[src/rtl/round_robin_task_scheduler_core_assert.svh]
// Assertion macros for the round-robin task scheduler core.
`ifndef ROUND_ROBIN_TASK_SCHEDULER_CORE_ASSERT_SVH
`define ROUND_ROBIN_TASK_SCHEDULER_CORE_ASSERT_SVH

// Condition that must hold at every clock edge outside reset.
`define RRTS_ASSERT_ALWAYS(label, ck, rn, cond, msg) \
    label: assert property (@(posedge ck) disable iff (!rn) (cond)) else $error(msg);

// Consequent that must hold in the cycle after the antecedent.
`define RRTS_ASSERT_NEXT(label, ck, rn, ante, cons, msg) \
    label: assert property (@(posedge ck) disable iff (!rn) (ante) |=> (cons)) else $error(msg);

`endif

[src/rtl/rrts_pkg.sv]
// Package: types, codes and constants for the round-robin task scheduler.
`timescale 1ns / 1ps

package rrts_pkg;

    localparam int SLOT_COUNT_DEF = 8;
    localparam int ADDR_W         = 4;
    localparam int DATA_W         = 32;
    localparam int IN_DATA_W      = 56;
    localparam int OUT_DATA_W     = 64;

    localparam logic [15:0] QUANTUM_RST    = 16'd10;
    localparam logic [15:0] STACK_TOP_RST  = 16'd2143;
    localparam logic [11:0] STACK_SIZE_RST = 12'd128;
    localparam logic [15:0] FRAME_DROP     = 16'd35;

    typedef enum logic [1:0] {
        OP_TICK  = 2'd0,
        OP_DELAY = 2'd1,
        OP_ADD   = 2'd2
    } op_t;

    typedef enum logic [1:0] {
        REG_QUANTUM    = 2'd0,
        REG_STACK_TOP  = 2'd1,
        REG_STACK_SIZE = 2'd2
    } reg_idx_t;

    // input word, lowest bits last
    typedef struct packed {
        logic [3:0]  pad;
        logic [15:0] current_stack_pointer;
        logic [31:0] delay_amount;
        logic [3:0]  process_id;
    } in_word_t;

    // result word, lowest bits last
    typedef struct packed {
        logic [6:0]  pad;
        logic [15:0] initial_stack_pointer;
        logic [15:0] frame_address;
        logic [2:0]  added_slot;
        logic        add_done;
        logic        none_ready;
        logic [15:0] next_stack_pointer;
        logic [2:0]  next_process;
        logic        switched;
    } res_word_t;

endpackage

[src/rtl/round_robin_task_scheduler_core.sv]
// Path: a taken word is held in the input register, then its result in the result register.
// Throughput: one word per cycle while the output is not stalled; the single compute stage updates the task table
// at the same edge it loads the result register.
// Reset (rst_n, async, low): pipeline empty, slot zero active, delays and quantum
// count zero, config to 10/2143/128; saved stack pointers are not cleared.
`timescale 1ns / 1ps
`include "round_robin_task_scheduler_core_assert.svh"

module round_robin_task_scheduler_core #(
    parameter int SLOT_COUNT = rrts_pkg::SLOT_COUNT_DEF
) (
    input  logic                           clk,
    input  logic                           rst_n,
    input  logic                           psel,
    input  logic                           penable,
    input  logic                           pwrite,
    input  logic [rrts_pkg::ADDR_W-1:0]    paddr,
    input  logic [rrts_pkg::DATA_W-1:0]    pwdata,
    output logic [rrts_pkg::DATA_W-1:0]    prdata,
    output logic                           pready,
    input  logic                           s_tvalid,
    output logic                           s_tready,
    // process_id[3:0], delay_amount[35:4], current_stack_pointer[51:36], zero[55:52]
    input  logic [rrts_pkg::IN_DATA_W-1:0] s_tdata,
    // operation[1:0]
    input  logic [1:0]                     s_tuser,
    output logic                           m_tvalid,
    input  logic                           m_tready,
    // switched[0], next_process[3:1], next_stack_pointer[19:4], none_ready[20],
    // add_done[21], added_slot[24:22], frame_address[40:25],
    // initial_stack_pointer[56:41], zero[63:57]
    output logic [rrts_pkg::OUT_DATA_W-1:0] m_tdata
);

    import rrts_pkg::*;

    localparam int IW = $clog2(SLOT_COUNT);

    typedef logic [IW-1:0] slot_t;

    // configuration
    logic [15:0] quantum_length_reg;
    logic [15:0] stack_top_reg;
    logic [11:0] stack_size_reg;
    logic        cfg_wr;
    reg_idx_t    cfg_idx;

    // pipeline
    logic        in_valid_reg;
    in_word_t    in_word_reg;
    logic [1:0]  in_op_reg;
    logic        out_valid_reg;
    res_word_t   out_reg;
    logic        advance;

    // task table
    logic [SLOT_COUNT-1:0] slot_active_reg;
    logic [SLOT_COUNT-1:0] slot_active_next;
    logic [31:0]           delay_reg  [SLOT_COUNT];
    logic [31:0]           delay_next [SLOT_COUNT];
    logic [15:0]           saved_stack_reg [SLOT_COUNT];
    slot_t                 running_reg;
    slot_t                 running_next;
    logic [15:0]           quantum_reg;
    logic [15:0]           quantum_next;

    // compute stage
    op_t                   op;
    logic [15:0]           quantum_inc;
    logic                  pid_ok;
    slot_t                 pid_idx;
    logic                  do_switch;
    logic                  do_add;
    logic                  free_found;
    slot_t                 free_idx;
    logic [15:0]           frame;
    logic [15:0]           isp;
    logic [SLOT_COUNT-1:0] ready;
    slot_t                 pick_slot;
    logic                  pick_none;
    logic [15:0]           nsp;
    res_word_t             res_next;

    // ---------------- configuration port ----------------
    assign pready  = 1'b1;
    assign cfg_wr  = psel && penable && pwrite && pready;
    assign cfg_idx = reg_idx_t'(paddr[3:2]);

    always_ff @(posedge clk or negedge rst_n)
    begin
        if (!rst_n)
        begin
            quantum_length_reg <= QUANTUM_RST;
            stack_top_reg      <= STACK_TOP_RST;
            stack_size_reg     <= STACK_SIZE_RST;
        end
        else if (cfg_wr)
        begin
            unique case (cfg_idx)
                REG_QUANTUM:    quantum_length_reg <= pwdata[15:0];
                REG_STACK_TOP:  stack_top_reg      <= pwdata[15:0];
                REG_STACK_SIZE: stack_size_reg     <= pwdata[11:0];
                default: ;
            endcase
        end
    end

    always_comb
    begin
        unique case (cfg_idx)
            REG_QUANTUM:    prdata = {16'd0, quantum_length_reg};
            REG_STACK_TOP:  prdata = {16'd0, stack_top_reg};
            REG_STACK_SIZE: prdata = {20'd0, stack_size_reg};
            default:        prdata = '0;
        endcase
    end

    // ---------------- stream handshake ----------------
    assign advance  = in_valid_reg && (!out_valid_reg || m_tready);
    assign s_tready = !in_valid_reg || advance;
    assign m_tvalid = out_valid_reg;
    assign m_tdata  = out_reg;

    always_ff @(posedge clk or negedge rst_n)
    begin
        if (!rst_n)
        begin
            in_valid_reg  <= 1'b0;
            out_valid_reg <= 1'b0;
        end
        else
        begin
            if (s_tvalid && s_tready)
            begin
                in_valid_reg <= 1'b1;
            end
            else if (advance)
            begin
                in_valid_reg <= 1'b0;
            end
            if (advance)
            begin
                out_valid_reg <= 1'b1;
            end
            else if (m_tready)
            begin
                out_valid_reg <= 1'b0;
            end
        end
    end

    always_ff @(posedge clk)
    begin
        if (s_tvalid && s_tready)
        begin
            in_word_reg <= in_word_t'(s_tdata);
            in_op_reg   <= s_tuser;
        end
        if (advance)
        begin
            out_reg <= res_next;
        end
    end

    // ---------------- compute ----------------
    assign op          = op_t'(in_op_reg);
    assign quantum_inc = quantum_reg + 16'd1;
    assign pid_ok      = {1'b0, in_word_reg.process_id} < 5'(SLOT_COUNT);
    assign pid_idx     = in_word_reg.process_id[IW-1:0];

    // first free slot
    always_comb
    begin
        free_found = 1'b0;
        free_idx   = '0;
        for (int i = SLOT_COUNT - 1; i >= 0; i--)
        begin
            if (!slot_active_reg[i])
            begin
                free_found = 1'b1;
                free_idx   = slot_t'(i);
            end
        end
    end

    assign frame = stack_top_reg
                   - ({{(16-IW){1'b0}}, free_idx} * {4'd0, stack_size_reg});
    assign isp   = frame - FRAME_DROP;

    always_comb
    begin
        delay_next       = delay_reg;
        slot_active_next = slot_active_reg;
        quantum_next     = quantum_reg;
        do_switch        = 1'b0;
        do_add           = 1'b0;
        unique case (op)
            OP_TICK:
            begin
                for (int i = 0; i < SLOT_COUNT; i++)
                begin
                    if (delay_reg[i] != 32'd0)
                    begin
                        delay_next[i] = delay_reg[i] - 32'd1;
                    end
                end
                quantum_next = quantum_inc;
                if (quantum_inc >= quantum_length_reg)
                begin
                    quantum_next = 16'd0;
                    do_switch    = 1'b1;
                end
            end
            OP_DELAY:
            begin
                if (pid_ok)
                begin
                    delay_next[pid_idx] = in_word_reg.delay_amount;
                end
                do_switch = 1'b1;
            end
            OP_ADD:
            begin
                do_add = free_found;
                if (free_found)
                begin
                    slot_active_next[free_idx] = 1'b1;
                end
            end
            default: ;
        endcase
    end

    always_comb
    begin
        for (int i = 0; i < SLOT_COUNT; i++)
        begin
            ready[i] = slot_active_reg[i] && (delay_next[i] == 32'd0);
        end
    end

    rrts_pick #(
        .SLOT_COUNT (SLOT_COUNT)
    ) u_pick (
        .ready   (ready),
        .current (running_reg),
        .chosen  (pick_slot),
        .none    (pick_none)
    );

    // running slot's entry is overwritten by this switch
    assign nsp = (pick_slot == running_reg) ? in_word_reg.current_stack_pointer
                                            : saved_stack_reg[pick_slot];
    assign running_next = do_switch ? pick_slot : running_reg;

    always_comb
    begin
        res_next                       = '0;
        res_next.switched              = do_switch;
        res_next.next_process          = 3'(running_next);
        res_next.next_stack_pointer    = do_switch ? nsp : 16'd0;
        res_next.none_ready            = do_switch && pick_none;
        res_next.add_done              = do_add;
        res_next.added_slot            = do_add ? 3'(free_idx) : 3'd0;
        res_next.frame_address         = do_add ? frame : 16'd0;
        res_next.initial_stack_pointer = do_add ? isp : 16'd0;
    end

    // ---------------- state update ----------------
    always_ff @(posedge clk or negedge rst_n)
    begin
        if (!rst_n)
        begin
            slot_active_reg    <= SLOT_COUNT'(1);
            running_reg        <= '0;
            quantum_reg        <= '0;
            for (int i = 0; i < SLOT_COUNT; i++)
            begin
                delay_reg[i] <= '0;
            end
        end
        else if (advance)
        begin
            slot_active_reg <= slot_active_next;
            running_reg     <= running_next;
            quantum_reg     <= quantum_next;
            delay_reg       <= delay_next;
        end
    end

    always_ff @(posedge clk)
    begin
        if (advance)
        begin
            if (do_switch)
            begin
                saved_stack_reg[running_reg] <= in_word_reg.current_stack_pointer;
            end
            if (do_add)
            begin
                saved_stack_reg[free_idx] <= isp;
            end
        end
    end

    // ---------------- assertions ----------------
    `RRTS_ASSERT_ALWAYS(a_running_active, clk, rst_n,
        slot_active_reg[running_reg],
        "running slot is not active")
    `RRTS_ASSERT_ALWAYS(a_none_needs_switch, clk, rst_n,
        !(out_valid_reg && out_reg.none_ready && !out_reg.switched),
        "none_ready without a switch")
    `RRTS_ASSERT_ALWAYS(a_add_no_switch, clk, rst_n,
        !(out_valid_reg && out_reg.switched && out_reg.add_done),
        "add and switch in one word")
    `RRTS_ASSERT_NEXT(a_pick_ready, clk, rst_n,
        advance && do_switch && !pick_none,
        delay_reg[running_reg] == 32'd0,
        "picked slot still delayed")
    `RRTS_ASSERT_NEXT(a_in_hold, clk, rst_n,
        in_valid_reg && !advance,
        in_valid_reg && $stable(in_word_reg),
        "held input word lost")

endmodule

[src/rtl/rrts_pick.sv]
// Rotating priority pick of the next ready slot after the running one.
`timescale 1ns / 1ps

module rrts_pick #(
    parameter int SLOT_COUNT = rrts_pkg::SLOT_COUNT_DEF
) (
    input  logic [SLOT_COUNT-1:0]         ready,
    input  logic [$clog2(SLOT_COUNT)-1:0] current,
    output logic [$clog2(SLOT_COUNT)-1:0] chosen,
    output logic                          none
);

    localparam int IW = $clog2(SLOT_COUNT);

    // nearest ready slot wins; current slot itself has the lowest priority
    always_comb
    begin
        logic [IW:0] sum;
        chosen = current;
        none   = 1'b1;
        sum    = '0;
        for (int k = SLOT_COUNT; k >= 1; k--)
        begin
            sum = {1'b0, current} + (IW+1)'(k);
            if (sum >= (IW+1)'(SLOT_COUNT))
            begin
                sum = sum - (IW+1)'(SLOT_COUNT);
            end
            if (ready[sum[IW-1:0]])
            begin
                chosen = sum[IW-1:0];
                none   = 1'b0;
            end
        end
    end

endmodule

[config.mk]
export PLATFORM = sky130hd
export DESIGN_NAME = round_robin_task_scheduler_core
export DESIGN_NICKNAME = d
export VERILOG_FILES = /design/src/rtl/rrts_pkg.sv /design/src/rtl/round_robin_task_scheduler_core.sv /design/src/rtl/rrts_pick.sv
export VERILOG_INCLUDE_DIRS = /design/src /design/src/rtl
export SDC_FILE = /design/constraint.sdc
export NUM_CORES = 2
export LEC_CHECK = 0
export BUFFER_PORTS_ARGS = -buffer_cell sky130_fd_sc_hd__buf_2
export CORE_ASPECT_RATIO = 0.9
export CORE_MARGIN = 5
export CORE_UTILIZATION = 34
export CTS_CLUSTER_DIAMETER = 80
export DETAILED_ROUTE_END_ITERATION = 16
export SLEW_MARGIN = 5
export SYNTH_ARGS = -nofsm -noshare
export SYNTH_HDL_FRONTEND = slang
export SYNTH_SLANG_ARGS = --single-unit
[constraint.sdc]
create_clock -name clk -period 15.8 [get_ports clk]
set_input_delay 2.37 -clock clk [delete_from_list [all_inputs] [get_ports clk]]
set_output_delay 2.37 -clock clk [all_outputs]
set_load 0.1 [all_outputs]
Word-level counts from Yosys, hierarchy flattened
Memories as Yosys holds them, arrays and structs flattened. A register that Yosys moved wholly into a read port is not among the register bits.
Cells that the tools add are included.
{"block": "totals", "register_bits": 424, "mem_bits_rw": 128, "in_bits": 101, "out_inout_bits": 99, "wordCells": 220, "memories": 1}
{"memory": "saved_stack_reg", "words": 8, "width": 16, "read_ports": 1, "rd_ports_with_merged_regs": 1, "write_ports": 1, "line": "round_robin_task_scheduler_core.sv:61", "rtl": "logic [15:0] saved_stack_reg [SLOT_COUNT];"}
{"block": "classes", "n_addsub": 27, "multipliers": 1, "magnitude_cmp": 22, "eq_ne": 4, "n_mux": 90, "bitwise_logic": 2, "reduce_logical": 46}
{"op": "case mux 256 bit (2 select lines)", "n": 1}
{"op": "2-to-1 mux 32 bit", "n": 9}
{"op": "bitwise mux 256 bit", "n": 1}
{"op": "zero test 32 bit", "n": 8}
{"op": "2-to-1 mux 256 bit", "n": 1}
{"op": "nonzero test 32 bit", "n": 8}
{"op": "subtractor 32 x 1 -> 32 bit (second input constant)", "n": 8}
{"op": "demux 32 bit (select 3 bit)", "n": 1}
{"op": "2-to-1 mux 3 bit", "n": 26}
{"op": "case mux 16 bit (3 select lines)", "n": 1}
{"op": "2-to-1 mux 1 bit", "n": 38}
{"op": ">= comparator 4 bit (second input constant)", "n": 9}
{"op": "< comparator 3 x 4 -> 1 bit (second input constant)", "n": 9}
{"op": "2-to-1 mux 16 bit", "n": 2}
{"op": "binary-select mux 1 bit (select 3 bit)", "n": 8}
{"op": "subtractor 3 x 1 -> 3 bit (second input constant)", "n": 8}
{"op": "adder 16 x 1 -> 16 bit (second input constant)", "n": 1}
{"op": "adder 3 x 3 -> 4 bit (second input constant)", "n": 4}
{"op": ">= comparator 16 bit", "n": 1}
{"op": "OR reduction 16 bit", "n": 1}
{"op": "subtractor 16 x 15 -> 16 bit", "n": 1}
{"op": "subtractor 16 x 6 -> 16 bit (second input constant)", "n": 1}
{"op": "logical AND 1 bit", "n": 15}
{"op": "multiplier 3 x 12 -> 15 bit", "n": 1}
{"op": "18 further kinds", "n": 29}

Logic depth before layout (Yosys ltp)
{"block": "logic_depth", "depth_word": 21, "ltp_mapped": 26, "ltp_nobuf": 26}

By module
From an unflattened synthesis, not the netlist that was laid out.
{"block": "hier_totals", "hier_cells": 3880, "hier_area_um2": 35504.1}
{"module": "round_robin_task_scheduler_core", "instances": 1, "cells_per_inst": 3802, "area_per_inst_um2": 34803.4, "seq_area_each_um2": 15423.5}
{"module": "rrts_pick", "instances": 1, "cells_per_inst": 78, "area_per_inst_um2": 700.7, "seq_area_each_um2": 0.0}

Least setup slack after synthesis
No wires, ideal clock.
{"block": "synth_timing", "kind": "input -> output", "startpoint": "in paddr[3] in the netlist's numbering", "endpoint": "out prdata[10] in the netlist's numbering", "arrival_time_ns": 5.394, "t_required_ns": 13.430, "slack_ns": 8.036, "path_stages": 4, "path_buffers": 2, "path_cell_list": "clkbuf_1 -> clkbuf_1 -> mux2i_1 -> o21ai_0"}
{"block": "synth_via", "elab_chain_len": 2, "elab_cells_between_ends": 4, "classes_between": "eq/ne (2); mux (1); reduce/logical (1)"}
{"element": "start: declaration", "line": "round_robin_task_scheduler_core.sv:17", "rtl": "input logic [rrts_pkg::ADDR_W-1:0] paddr,"}
{"element": "equality test 2 bit, or another cell as far along", "line": "round_robin_task_scheduler_core.sv:110", "rtl": "unique case (cfg_idx)"}
{"element": "case mux 16 bit (3 select lines) *", "line": "round_robin_task_scheduler_core.sv:110"}
{"element": "end: declaration", "line": "round_robin_task_scheduler_core.sv:19", "rtl": "output logic [rrts_pkg::DATA_W-1:0] prdata,"}
Every way passes the cells marked *; elsewhere a longest branch is shown, timed or not.

Worst setup path after layout
{"block": "layout_timing", "startpoint": "reg delay_reg[224] in the netlist's numbering", "endpoint": "reg, netlist name m_tdata[19]"}
{"block": "layout_via", "elab_chain_len": 15, "elab_cells_between_ends": 32, "classes_between": "add/sub (1); mux (28); reduce/logical (3)"}
{"element": "start: declaration", "line": "round_robin_task_scheduler_core.sv:59", "rtl": "logic [31:0] delay_reg [SLOT_COUNT];"}
{"element": "start signal: assignment", "line": "round_robin_task_scheduler_core.sv:287", "rtl": "delay_reg <= delay_next;"}
{"element": "subtractor 32 x 1 -> 32 bit, or another cell as far along", "line": "round_robin_task_scheduler_core.sv:204", "rtl": "delay_next[i] = delay_reg[i] - 32'd1;"}
{"element": "2-to-1 mux 32 bit / 2-to-1 mux 256 bit (equally long branches)", "line": "round_robin_task_scheduler_core.sv:202, round_robin_task_scheduler_core.sv:216"}
{"element": "case mux 256 bit (2 select lines) *", "line": "round_robin_task_scheduler_core.sv:197", "rtl": "unique case (op)"}
{"element": "zero test 32 bit *", "line": "round_robin_task_scheduler_core.sv:238", "rtl": "ready[i] = slot_active_reg[i] && (delay_next[i] == 32'd0);"}
{"element": "logical AND 1 bit *", "line": "round_robin_task_scheduler_core.sv:238"}
{"element": "binary-select mux 1 bit (select 3 bit)", "line": "rrts_pick.sv:29", "rtl": "if (ready[sum[IW-1:0]])"}
{"element": "2-to-1 mux 1 bit (implied by the code)", "line": "rrts_pick.sv:29"}
{"element": "2-to-1 mux 3 bit (7 in series)", "line": "rrts_pick.sv:29"}
{"element": "2-to-1 mux 3 bit *", "line": "rrts_pick.sv:29"}
Every way passes the cells marked *; elsewhere a longest branch is shown, timed or not. The select of a mux whose other input is x is not followed.
A chain may end at the register's enable or synchronous reset.

==> metrics.md <==
| Metric | Value |
|---|---|
| Status | `complete, no violations` |
| Ys flop type | `dfrtp_1` |
| Unrepaired setup endpoints after global routing | `no` |
| Syn Inst Count | `4442` |
| Final WS setup | `about 7.3 ns` |
| CP startpoint kind | `flop` |
| Max-cap violations | `0` |
| Via-per-instance ratio | `6.20` |
| Area share of the largest cell type after synthesis | `20.7%` |
| Fillers | `between 10k and 15k` |
| Skew-Pair Late Insertion Delay | `between 0.6 and 0.7 ns` |
| Max reg flops | `256` |
| Post-synth top area cell | `dfrtp_1` |
| P_leak | `between 15 and 20 nW` |
| Yosys reg bits | `568` |
| Hold Vio Cnt, Final | `0` |
| Drt pass-1 iters | `6` |
| Crit path kind | `flop to flop` |
| Async set-reset flop share out of synthesis | `57.9%` |
| DR DRC count | `0` |
| Layout Skew | `0.0306 ns` |
| Routed Antenna Nets | `0` |
| CTS tree | `built` |
| Initial antenna violation count | `12` |
| CTS Hold Bufs | `0` |
| Ys Warns | `0` |
| Hold_ws | `between 0.5 and 0.6 ns` |
| Fin crit share | `54.1%` |
| Die Width | `364 um` |
| WL final | `146000 um` |
| Number of flops mapped to enable cells by yosys | `239` |
| Fraction of layout cells with a size suffix above 1 | `11.3%` |
| Sequential cell fraction of total power | `25.0%` |
| Vias | `37.3k` |
| CTS root buffer | `clkbuf_16` |
| Starting Density | `34.1%` |
| Clock sinks | `568` |
| Clock-pin slew on the worst setup and hold paths | `about 0.06 ns` |
| Most common cell in the netlist | `nand2_1` |
| Setup WS pre-CTS | `7.48 ns` |
| Total GRT Usage | `23.5%` |
| Final core utilization | `38.0%` |
| Final nets | `4633` |
| Ports | `200` |
| Period minus WS final | `8.54 ns` |
| Congestion Overflow GR | `0` |
| Cell area power density | `237 mW/mm2` |
| Slew Viols, Final | `0` |
| Core area | `0.113 mm2` |
| Switching fraction of total power | `51.1%` |
| Seq/Total Area, Yosys | `40.2%` |
| Maximum number of pins on one net before global-route repair | `125` |
| Worst Setup End Kind | `flop` |
| Setup bufs post-CTS | `0` |
| Placed insts | `5878` |
| PostCTS Resize Cnt | `0` |
| DR iter-0 viols | `around 4.7k` |
| Worst Max-Slew Pin Slew | `between 1 and 1.5 ns` |
| Max-slew headroom | `16.8%` |
| DPL Wire Length | `97500 um` |
| Port buffer count | `153` |
| Final setup fails | `0` |
| Post-synth cell types | `between 100 and 150` |
| Internal | `4.95 mW` |
| Global-route wire length before repair | `219000 um` |
| Clock Power Share | `between 10% and 20%` |
| Fmax | `117 MHz` |
| TritonCTS Buffers | `67` |
| CP required | `16.19 ns` |
| Mapped Avg Cell Area | `8.64 um2` |
| Setup tns final | `0 ns` |
| # rows | `117` |
| Synthesis-to-layout area growth | `11.6%` |
| CTS HTree Levels | `3` |
| Multi-input gate area | `0.0213 mm2` |
| Vias in the first global route | `34.2k` |
| Worst-path fanout max | `between 60 and 70` |
| Top cells by area, synth | `dfrtp_1, edfxtp_1, nand2_1` |
| Wire per inst | `24.3 um` |
| Sequential cell area | `0.0154 mm2` |
| Synth top cells by count | `nand2_1, o21ai_0, dfrtp_1` |
| Max Root-Sink Buffers | `3` |
| Die H | `329 um` |
| CP arrival | `8.94 ns` |
| Psw | `5.18 mW` |
| Combinational power share | `between 50% and 60%` |
| Mapped Area | `0.0384 mm2` |
| Non-filler cells, final | `6013` |
| RePlAce Congestion | `0.978` |
| Die area | `0.120 mm2` |
| Worst hold-check path type | `flop to flop` |
| Worst VDD drop | `0.000205 V` |
path summary, 6_finish.rpt:
path / startpoint / slack (ns) / cells past startpoint / endpoint
worst max register to register: delay_reg[224] / 7.26 / 19 / m_tdata[19]
worst max-delay path: delay_reg[224] / 7.26 / 19 / m_tdata[19]
worst min register to register: quantum_reg[15] / 0.51 / 2 / quantum_reg[15]
max in group asynchronous: rst_n / 12.66 / 2 / stack_top_reg[10]
min in group asynchronous: rst_n / 1.72 / 1 / delay_reg[241]
worst min-delay path: quantum_reg[15] / 0.51 / 2 / quantum_reg[15]
worst max-delay path, stage by stage (launching register included):
cell and delay [ns]:
dfrtp_1 0.43, inv_1 0.14, ha_1 0.25, nor4b_1 0.78, nand4_1 0.50, o21ai_2 0.62, o221ai_1 0.27, a221o_1 0.30
or4_1 0.44, nor4_2 1.01, nand2_2 0.26, o221ai_1 0.37, nand3_1 0.27, a41o_1 0.40, a311oi_1 0.39, o211a_4 0.93
mux2_2 0.42, o2bb2ai_1 0.19, o21ai_1 0.09, o211a_1 0.17
stage by stage:
stage | power [mW] | instance area, um2
floorplan | 6.90 | 38500
global placement | 8.35 | 40500
detailed placement | 8.41 | 40500
CTS | 10.1 | 42800
global route | 10.8 | 42800
finish | 10.1 | 42800
cell usage in the layout, fill, tap and decap left out, drive strengths merged, types with 94 or more instances in the layout:
cell type	synthesis	routed
nor2	295	295
nor3	158	158
nor4	146	146
edfxtp	239	239
o21ai	413	413
nand2	671	671
inv	108	112
nand3	152	152
nand4	94	94
dfrtp	318	318
a21oi	170	170
buf	88	250
per-layer routing:
layer / up-vias / share of wire, % / GRT usage (%)
met2: 2094 / 43 / 34.6
met3: 341 / 11 / 5.89
li1: 16800 / - / -
met1: 18000 / 42 / 32.9
met4: 4 / 4.2 / 9.49
met5: - / 0.017 / 0
final cells by class:
class,count,share of cell area (%)
Antenna cell,11,0.0643
Clock buffer,92,4.40
Clock inverter,32,0.903
Inverter,110,0.982
Multi-Input combinational cell,3463,49.8
Sequential cell,568,36.0
Tap cell,1487,4.34
Timing Repair Buffer,250,3.54
power by group through the flow:
stage / clock network [mW] / registers, mW / logic (mW)
floorplan: 0 / 2.73 / 4.17
detailed placement: 0 / 2.54 / 5.87
global placement: 0 / 2.53 / 5.82
CTS: 1.65 / 2.52 / 5.89
finish: 1.61 / 2.54 / 5.98
global route: 1.70 / 2.59 / 6.53
cell families (layout without fill, tap and decap cells):
logic type,after synthesis,in the layout,synth area share [%]
compound gates,1204,1204,20.9
xor+xnor,75,75,1.71
fa+ha+maj,72,72,2.78
buf+inv,433,484,4.73
flops,568,568,40.2
mux,140,140,3.99
other cells,2,35,0.0196
simple gates,1948,1948,25.7
Power figures use the tool's default switching activity.
